--- src/hdl/dtach_pkg.sv ---
`timescale 1ns / 1ps
// ----------------------------------------------------------------------------
// dtach_pkg
// Types and constants shared by the debounced tachometer and its testbench.
// ----------------------------------------------------------------------------
package dtach_pkg;

    localparam int TIME_W    = 32;
    localparam int LIMIT_W   = 8;
    localparam int CPR_W     = 8;
    localparam int FREQ_W    = 20;
    localparam int CFG_IDX_W = 2;
    localparam int CFG_DAT_W = 32;
    localparam int DIV_W     = TIME_W + CPR_W;
    localparam int STEP_W    = 5;

    localparam logic [FREQ_W-1:0]  FREQ_SCALE = 20'd1000000;
    localparam logic [STEP_W-1:0]  LAST_STEP  = STEP_W'(FREQ_W - 1);

    localparam logic [LIMIT_W-1:0] LIMIT_RST   = 8'd5;
    localparam logic [TIME_W-1:0]  TIMEOUT_RST = 32'd5000;
    localparam logic [CPR_W-1:0]   CPR_RST     = 8'd1;

    localparam logic [CFG_IDX_W-1:0] REG_DEBOUNCE_LIMIT = 2'd0;
    localparam logic [CFG_IDX_W-1:0] REG_TIMEOUT_MS     = 2'd1;
    localparam logic [CFG_IDX_W-1:0] REG_COUNTS_PER_REV = 2'd2;

    typedef enum logic [2:0] {
        ST_IDLE,
        ST_CHECK,
        ST_MUL,
        ST_DIV,
        ST_LOAD
    } dtach_state_t;

endpackage

--- src/hdl/dtach_tick_if.sv ---
`timescale 1ns / 1ps
// ----------------------------------------------------------------------------
// dtach_tick_if
// Millisecond tick channel: time stamp and raw sensor sample.
// ----------------------------------------------------------------------------
interface dtach_tick_if;
    logic        valid;
    logic        ready;
    logic [31:0] now_ms;
    logic        sensor_level;

    modport source (output valid, output now_ms, output sensor_level, input ready);
    modport sink   (input valid, input now_ms, input sensor_level, output ready);
endinterface

--- src/hdl/dtach_result_if.sv ---
`timescale 1ns / 1ps
// ----------------------------------------------------------------------------
// dtach_result_if
// Result channel: debounced level, edge flag, period and frequency.
// ----------------------------------------------------------------------------
interface dtach_result_if;
    logic        valid;
    logic        ready;
    logic        clean_level;
    logic        edge_seen;
    logic [31:0] period_ms;
    logic [19:0] freq_millihz;

    modport source (output valid, output clean_level, output edge_seen,
                    output period_ms, output freq_millihz, input ready);
    modport sink   (input valid, input clean_level, input edge_seen,
                    input period_ms, input freq_millihz, output ready);
endinterface

--- src/hdl/debounced_tachometer.sv ---
`timescale 1ns / 1ps
// ----------------------------------------------------------------------------
// debounced_tachometer
// Integrating debounce of a tachometer pin, falling-edge period capture and
// frequency in millihertz from a shared restoring divider.
//
//   channel   dir   handshake          payload
//   tick      in    valid/ready        now_ms, sensor_level
//   result    out   valid/ready        clean_level, edge_seen, period_ms,
//                                      freq_millihz
//   cfg       in    cfg_wr_en          cfg_index, cfg_data
//
// a tick that needs a division reaches the result register through check,
// multiply, 20 divider steps and load; one with a held or timed-out
// frequency goes from check straight to load, and idle follows the load.
// the divider has a single 41-bit subtractor. the next request is taken as
// soon as the result is loaded, while the result still waits; a stalled
// result blocks only the next load. reset clears control, debounce, edge and
// output-frequency state and loads register defaults, not the datapath.
// ----------------------------------------------------------------------------
module debounced_tachometer (
    input  logic                             clk,
    input  logic                             rst_n,
    dtach_tick_if.sink                       tick,
    dtach_result_if.source                   result,
    input  logic                             cfg_wr_en,
    input  logic [dtach_pkg::CFG_IDX_W-1:0]  cfg_index,
    input  logic [dtach_pkg::CFG_DAT_W-1:0]  cfg_data
);
    import dtach_pkg::*;

    dtach_state_t        state_reg, state_next;

    logic [LIMIT_W-1:0]  limit_reg;
    logic [TIME_W-1:0]   timeout_reg;
    logic [CPR_W-1:0]    cpr_reg;

    logic [LIMIT_W-1:0]  agree_reg, agree_next;
    logic                level_reg, level_next;
    logic                level_before_reg;
    logic [TIME_W-1:0]   period_reg, period_next;
    logic [TIME_W-1:0]   edge_time_reg, edge_time_next;
    logic                edge_reg, edge_next;
    logic [TIME_W-1:0]   now_reg;

    logic [TIME_W-1:0]   span_reg, span_next;
    logic [DIV_W-1:0]    divisor_reg, divisor_next;
    logic [DIV_W-1:0]    rem_reg, rem_next;
    logic [FREQ_W-1:0]   quo_reg, quo_next;
    logic [STEP_W-1:0]   step_reg, step_next;

    logic                out_valid_reg, out_valid_next;
    logic                out_level_reg, out_edge_reg;
    logic [TIME_W-1:0]   out_period_reg;
    logic [FREQ_W-1:0]   out_freq_reg;
    logic                out_load;

    logic                in_fire;
    logic                slot_free;
    logic [TIME_W-1:0]   elapsed;
    logic [CPR_W-1:0]    cpr_eff;
    logic [DIV_W:0]      trial;
    logic [DIV_W:0]      trial_diff;

    assign in_fire   = tick.valid && tick.ready;
    assign slot_free = !out_valid_reg || result.ready;
    assign elapsed   = now_reg - edge_time_reg;
    assign cpr_eff   = (cpr_reg == '0) ? CPR_W'(1) : cpr_reg;
    assign trial      = {rem_reg, quo_reg[FREQ_W-1]};
    assign trial_diff = trial - {1'b0, divisor_reg};

    assign tick.ready          = (state_reg == ST_IDLE);
    assign result.valid        = out_valid_reg;
    assign result.clean_level  = out_level_reg;
    assign result.edge_seen    = out_edge_reg;
    assign result.period_ms    = out_period_reg;
    assign result.freq_millihz = out_freq_reg;

    // configuration registers
    always_ff @(posedge clk or negedge rst_n)
    begin
        if (!rst_n)
        begin
            limit_reg   <= LIMIT_RST;
            timeout_reg <= TIMEOUT_RST;
            cpr_reg     <= CPR_RST;
        end
        else if (cfg_wr_en)
        begin
            unique case (cfg_index)
                REG_DEBOUNCE_LIMIT: limit_reg   <= cfg_data[LIMIT_W-1:0];
                REG_TIMEOUT_MS:     timeout_reg <= cfg_data[TIME_W-1:0];
                REG_COUNTS_PER_REV: cpr_reg     <= cfg_data[CPR_W-1:0];
                default:            ;
            endcase
        end
    end

    // next state
    always_comb
    begin
        state_next = state_reg;
        unique case (state_reg)
            ST_IDLE:  if (in_fire) state_next = ST_CHECK;
            ST_CHECK:
            begin
                if (period_reg == '0 || elapsed > timeout_reg)
                    state_next = ST_LOAD;
                else
                    state_next = ST_MUL;
            end
            ST_MUL:   state_next = ST_DIV;
            ST_DIV:   if (step_reg == LAST_STEP) state_next = ST_LOAD;
            ST_LOAD:  if (slot_free) state_next = ST_IDLE;
            default:  state_next = ST_IDLE;
        endcase
    end

    // debounce and edge capture on request
    always_comb
    begin
        agree_next     = agree_reg;
        level_next     = level_reg;
        period_next    = period_reg;
        edge_time_next = edge_time_reg;
        edge_next      = 1'b0;
        if (!tick.sensor_level)
        begin
            if (agree_reg < limit_reg)
                agree_next = agree_reg + LIMIT_W'(1);
            else
                level_next = 1'b1;
        end
        else
        begin
            if (agree_reg != '0)
                agree_next = agree_reg - LIMIT_W'(1);
            else
                level_next = 1'b0;
        end
        if (level_before_reg && !level_next)
        begin
            period_next    = tick.now_ms - edge_time_reg;
            edge_time_next = tick.now_ms;
            edge_next      = 1'b1;
        end
    end

    // shared divider datapath
    always_comb
    begin
        span_next    = span_reg;
        divisor_next = divisor_reg;
        rem_next     = rem_reg;
        quo_next     = quo_reg;
        step_next    = step_reg;
        out_load     = 1'b0;
        unique case (state_reg)
            ST_IDLE: ;
            ST_CHECK:
            begin
                span_next = (elapsed > period_reg) ? elapsed : period_reg;
                if (period_reg == '0)
                    quo_next = out_freq_reg;
                else if (elapsed > timeout_reg)
                    quo_next = '0;
            end
            ST_MUL:
            begin
                divisor_next = DIV_W'(span_reg) * DIV_W'(cpr_eff);
                rem_next     = '0;
                quo_next     = FREQ_SCALE;
                step_next    = '0;
            end
            ST_DIV:
            begin
                if (!trial_diff[DIV_W])
                begin
                    rem_next = trial_diff[DIV_W-1:0];
                    quo_next = {quo_reg[FREQ_W-2:0], 1'b1};
                end
                else
                begin
                    rem_next = trial[DIV_W-1:0];
                    quo_next = {quo_reg[FREQ_W-2:0], 1'b0};
                end
                step_next = step_reg + STEP_W'(1);
            end
            ST_LOAD:  out_load = slot_free;
            default:  ;
        endcase
    end

    assign out_valid_next = out_load || (out_valid_reg && !result.ready);

    always_ff @(posedge clk or negedge rst_n)
    begin
        if (!rst_n)
        begin
            state_reg        <= ST_IDLE;
            agree_reg        <= '0;
            level_reg        <= 1'b0;
            level_before_reg <= 1'b0;
            period_reg       <= '0;
            edge_time_reg    <= '0;
            edge_reg         <= 1'b0;
            out_valid_reg    <= 1'b0;
            out_freq_reg     <= '0;
            step_reg         <= '0;
        end
        else
        begin
            state_reg     <= state_next;
            out_valid_reg <= out_valid_next;
            step_reg      <= step_next;
            if (in_fire)
            begin
                agree_reg        <= agree_next;
                level_reg        <= level_next;
                level_before_reg <= level_next;
                period_reg       <= period_next;
                edge_time_reg    <= edge_time_next;
                edge_reg         <= edge_next;
            end
            if (out_load)
                out_freq_reg <= quo_reg;
        end
    end

    always_ff @(posedge clk)
    begin
        if (in_fire)
            now_reg <= tick.now_ms;
        span_reg    <= span_next;
        divisor_reg <= divisor_next;
        rem_reg     <= rem_next;
        quo_reg     <= quo_next;
        if (out_load)
        begin
            out_level_reg  <= level_reg;
            out_edge_reg   <= edge_reg;
            out_period_reg <= period_reg;
        end
    end

    a_busy_after_request: assert property (@(posedge clk) disable iff (!rst_n)
        in_fire |=> state_reg == ST_CHECK)
        else $error("request did not start the sequencer");

    a_divisor_nonzero: assert property (@(posedge clk) disable iff (!rst_n)
        state_reg == ST_DIV |-> divisor_reg != '0)
        else $error("divider started with zero divisor");

    a_div_ends: assert property (@(posedge clk) disable iff (!rst_n)
        (state_reg == ST_DIV && step_reg == LAST_STEP) |=> state_reg == ST_LOAD)
        else $error("divider overran its step count");

    a_load_sets_valid: assert property (@(posedge clk) disable iff (!rst_n)
        out_load |=> out_valid_reg)
        else $error("loaded result not presented");

    a_freq_range: assert property (@(posedge clk) disable iff (!rst_n)
        out_valid_reg |-> out_freq_reg <= FREQ_SCALE)
        else $error("frequency above full scale");

endmodule

--- src/flat_wrapper.sv ---
// flat-port wrapper written by rule: the top's interface ports become plain ports
module debounced_tachometer_flat import dtach_pkg::*;
  (clk, rst_n, cfg_wr_en, cfg_index, cfg_data, tick_valid, tick_now_ms, tick_sensor_level, tick_ready, result_valid, result_clean_level, result_edge_seen, result_period_ms, result_freq_millihz, result_ready);
  dtach_tick_if tick_i ();
  dtach_result_if result_i ();
  input  logic clk;
  input  logic rst_n;
  input  logic cfg_wr_en;
  input  logic [dtach_pkg::CFG_IDX_W-1:0] cfg_index;
  input  logic [dtach_pkg::CFG_DAT_W-1:0] cfg_data;
  input wire logic [$bits(tick_i.valid)-1:0] tick_valid;
  input wire logic [$bits(tick_i.now_ms)-1:0] tick_now_ms;
  input wire logic [$bits(tick_i.sensor_level)-1:0] tick_sensor_level;
  output wire logic [$bits(tick_i.ready)-1:0] tick_ready;
  output wire logic [$bits(result_i.valid)-1:0] result_valid;
  output wire logic [$bits(result_i.clean_level)-1:0] result_clean_level;
  output wire logic [$bits(result_i.edge_seen)-1:0] result_edge_seen;
  output wire logic [$bits(result_i.period_ms)-1:0] result_period_ms;
  output wire logic [$bits(result_i.freq_millihz)-1:0] result_freq_millihz;
  input wire logic [$bits(result_i.ready)-1:0] result_ready;
  assign tick_i.valid = tick_valid;
  assign tick_i.now_ms = tick_now_ms;
  assign tick_i.sensor_level = tick_sensor_level;
  assign tick_ready = tick_i.ready;
  assign result_valid = result_i.valid;
  assign result_clean_level = result_i.clean_level;
  assign result_edge_seen = result_i.edge_seen;
  assign result_period_ms = result_i.period_ms;
  assign result_freq_millihz = result_i.freq_millihz;
  assign result_i.ready = result_ready;
  debounced_tachometer u_core (.clk(clk), .rst_n(rst_n), .tick(tick_i), .result(result_i), .cfg_wr_en(cfg_wr_en), .cfg_index(cfg_index), .cfg_data(cfg_data));
endmodule
--- config.mk ---
export PLATFORM = sky130hd
export DESIGN_NAME = debounced_tachometer_flat
export DESIGN_NICKNAME = d
export VERILOG_FILES = /design/src/hdl/dtach_pkg.sv /design/src/hdl/dtach_tick_if.sv /design/src/hdl/dtach_result_if.sv /design/src/hdl/debounced_tachometer.sv /design/src/flat_wrapper.sv
export SDC_FILE = /design/constraint.sdc
export NUM_CORES = 1
export LEC_CHECK = 0
export BUFFER_PORTS_ARGS = -buffer_cell sky130_fd_sc_hd__buf_2
export CORE_MARGIN = 1.5
export CORE_UTILIZATION = 49
export DETAILED_ROUTE_END_ITERATION = 8
export PLACE_DENSITY = 0.64
export SKIP_CTS_REPAIR_TIMING = 1
export SLEW_MARGIN = 10
export SYNTH_ARGS = -nofsm -noshare
export SYNTH_HDL_FRONTEND = slang
export SYNTH_SLANG_ARGS = --single-unit
--- constraint.sdc ---
create_clock -name clk -period 12.6 [get_ports clk]
set_input_delay 2.52 -clock clk [delete_from_list [all_inputs] [get_ports clk]]
set_output_delay 2.52 -clock clk [all_outputs]
set_load 0.01 [all_outputs]
==> results_dict.tcl <==
set metrics [dict create \
    status "complete, no violations" \
    drt_iter0_markers 1164 \
    max_freq_mhz 154 \
    fp.dieH_um 243 \
    vias_per_cell 5.43 \
    regArea_um2 9730 \
    syn-num-nets 3389 \
    grt_pass1_wl_mm 107 \
    synth_cell_type_count 72 \
    synthCells 2893 \
    worstPathRequired_ns 12.89 \
    synth_flop_cell "edfxtp_1" \
    final_cell_area_um2 31200 \
    yosysMostFrequentCell "inv_1" \
    antenna_left 0 \
    ys_seq_elements 349 \
    path_clk_slew_ns 0.06 \
    synth_area_leader_cell "edfxtp_1" \
    core_um2 56700 \
    hold_path.class "flip-flop to flip-flop" \
    clock-skew-final_ns 0.0394 \
    timing.rr.start "u_core.cpr_reg[3]" \
    drive_above_1_share 0.108 \
    dp_hpwl_mm 48.7 \
    place_ws_ns 6.19 \
    wl_per_cell_um 17.0 \
    clk_path_buf_depth 3 \
    ys_seq_area_frac 0.344 \
    grtUsageTotal 0.218 \
    period_needed_ns 6.49 \
    synth_area_um2 28300 \
    whs_path_depth 0 \
    fin_tns_setup_ns 0 \
    die_area_um2 59200 \
    nets 3485 \
    synth_edf_count 198 \
    start_util 0.499 \
    final_core_util 0.550 \
    synth-async-reset-ratio 0.433 \
    yosysWarningCount 0 \
    postSynthAreaPerCell_um2 9.79 \
    drcViolationCount 0 \
    cts-root-buf "clkbuf_16" \
    rr_endpoint "u_core.divisor_reg[38]" \
    critPathLaunch "u_core.cpr_reg[3]" \
    synthTopCellsByArea "edfxtp_1 21%, fa_1 13%, dfrtp_1 13%" \
    start_kind "flip-flop" \
    post-route-period-util 0.515 \
    grt_pass1_vias 21100 \
    setup_viol_count_final 0 \
    cap_violations 0 \
    endpoint "u_core.divisor_reg[38]" \
    dr.pass1.iters 5 \
    diodes 0 \
    grt_overflow 0 \
    placed_cell_area_um2 29700 \
    cts_sinks 349 \
    rsz0062_at_grt "no" \
    final-hold-violation-count 0 \
    place.gp.congestion 0.945 \
    synth_top_area_share 0.210 \
    final.setup.worst_slack_ns 6.11 \
    synth_commonest_cells "389 x inv_1, 316 x nand2_1, 240 x ha_1" \
    vias 20500 \
    worstSetupPathType "flip-flop to flip-flop" \
    antenna_found_initial 0 \
    area_delta_synth_final_pct 10.1 \
    cts-htree-levels 2 \
    ioPinCount 128 \
    worst-r2r-cell-count 17 \
    multiInputGateArea_um2 16800 \
    cp_max_fo 34 \
    drt_wl_total_mm 64.2 \
    arrival_ns 6.78 \
    cts-buffers-inserted 42 \
    min_from "u_core.edge_reg" \
    slew_viol_final 0 \
    worstSkewPairLatency_ns 0.58 \
    portBuffers 127 \
    worst_slew_pin_slew_ns 1.15 \
    fp-row-count 87 \
    fp.dieW_um 243 \
    n_fill_cell 4911 \
    grt_max_degree 78 \
    cts_tree "done" \
    slew_headroom 0.235 \
    r2r_slack_ns 6.11 \
    critPathCaptureType "flip-flop" \
]
cells by family (layout without fill, tap and decap cells):
logic type / count (synthesis) / in the layout / share of synthesized area
DFF: 349 / 349 / 0.344
adders and majority gates: 424 / 424 / 0.236
AOI/OAI and AO/OA: 581 / 581 / 0.132
and+or+nand+nor: 818 / 818 / 0.141
xor gates and xnor gates: 129 / 129 / 0.0399
buffers and inverters: 480 / 609 / 0.0644
muxes: 112 / 112 / 0.0431
through the flow:
stage / std cells / hold WS (ns)
floorplan: 2893 / 0.425
global placement: 3701 / 0.429
detailed placement: 3701 / 0.436
CTS: 3778 / 0.452
global route: 3778 / 0.474
finish: 3778 / 0.455
metal layers:
layer  GRT usage  part of all wire  up-vias
met5           0                 0        -
met4      0.0605             0.023        0
met3      0.0239             0.039      109
met2       0.365              0.47      452
met1       0.299              0.47     9926
li1            -                 -    10000
how the worst min path moves through the flow:
| stage | to | slack (ns) |
|---|---|---|
| after floorplan | u_core.result.edge_seen | 0.42 |
| after global placement | u_core.result.edge_seen | 0.43 |
| after detailed placement | u_core.result.edge_seen | 0.44 |
| after CTS | u_core.result.edge_seen | 0.45 |
| after global routing | u_core.result.edge_seen | 0.47 |
| final | u_core.result.edge_seen | 0.46 |
final cells by class:
| cell class | count | area share |
|---|---|---|
| Clock buffer | 51 | 0.0364 |
| Clock inverter | 26 | 0.0112 |
| Inverter | 389 | 0.0468 |
| Multi-Input combinational cell | 2064 | 0.539 |
| Sequential cell | 349 | 0.312 |
| Tap cell | 756 | 0.0303 |
| Timing Repair Buffer | 143 | 0.0244 |
layout by cell type, fill, tap and decap left out, drive strengths merged, types with 26 or more instances in the layout:
cell / synthesis / final
mux2i: 33 / 33
edfxtp: 198 / 198
fa: 184 / 184
dfrtp: 143 / 143
and2: 145 / 145
inv: 389 / 395
nand2b: 26 / 26
nand3: 32 / 32
nand4: 31 / 31
xnor2: 86 / 86
clkbuf: 76 / 51
nor2b: 52 / 52
o21ai: 130 / 130
nand2: 316 / 316
xor2: 43 / 43
ha: 240 / 240
buf: 15 / 143
nor2: 126 / 126
mux2: 79 / 79
a21o: 112 / 112
a21oi: 161 / 161
critical path, cell delays in order, from the launching register on:
cell,delay (ns)
dfrtp_1,1.10
nor3_1,0.18
a21oi_2,0.18
buf_4,0.35
nor2b_1,0.10
fa_1,0.51
fa_1,0.44
fa_1,0.51
ha_1,0.38
a2111oi_0,0.45
o21ai_0,0.22
nand2_1,0.13
o221ai_1,0.17
o21ai_0,0.47
o211ai_1,0.24
a41o_1,0.33
a221oi_1,0.31
xnor2_1,0.11
Power is left out: the tool's default activity adds up to more than one toggle a clock period on the data nets, which glitch-free logic cannot reach.
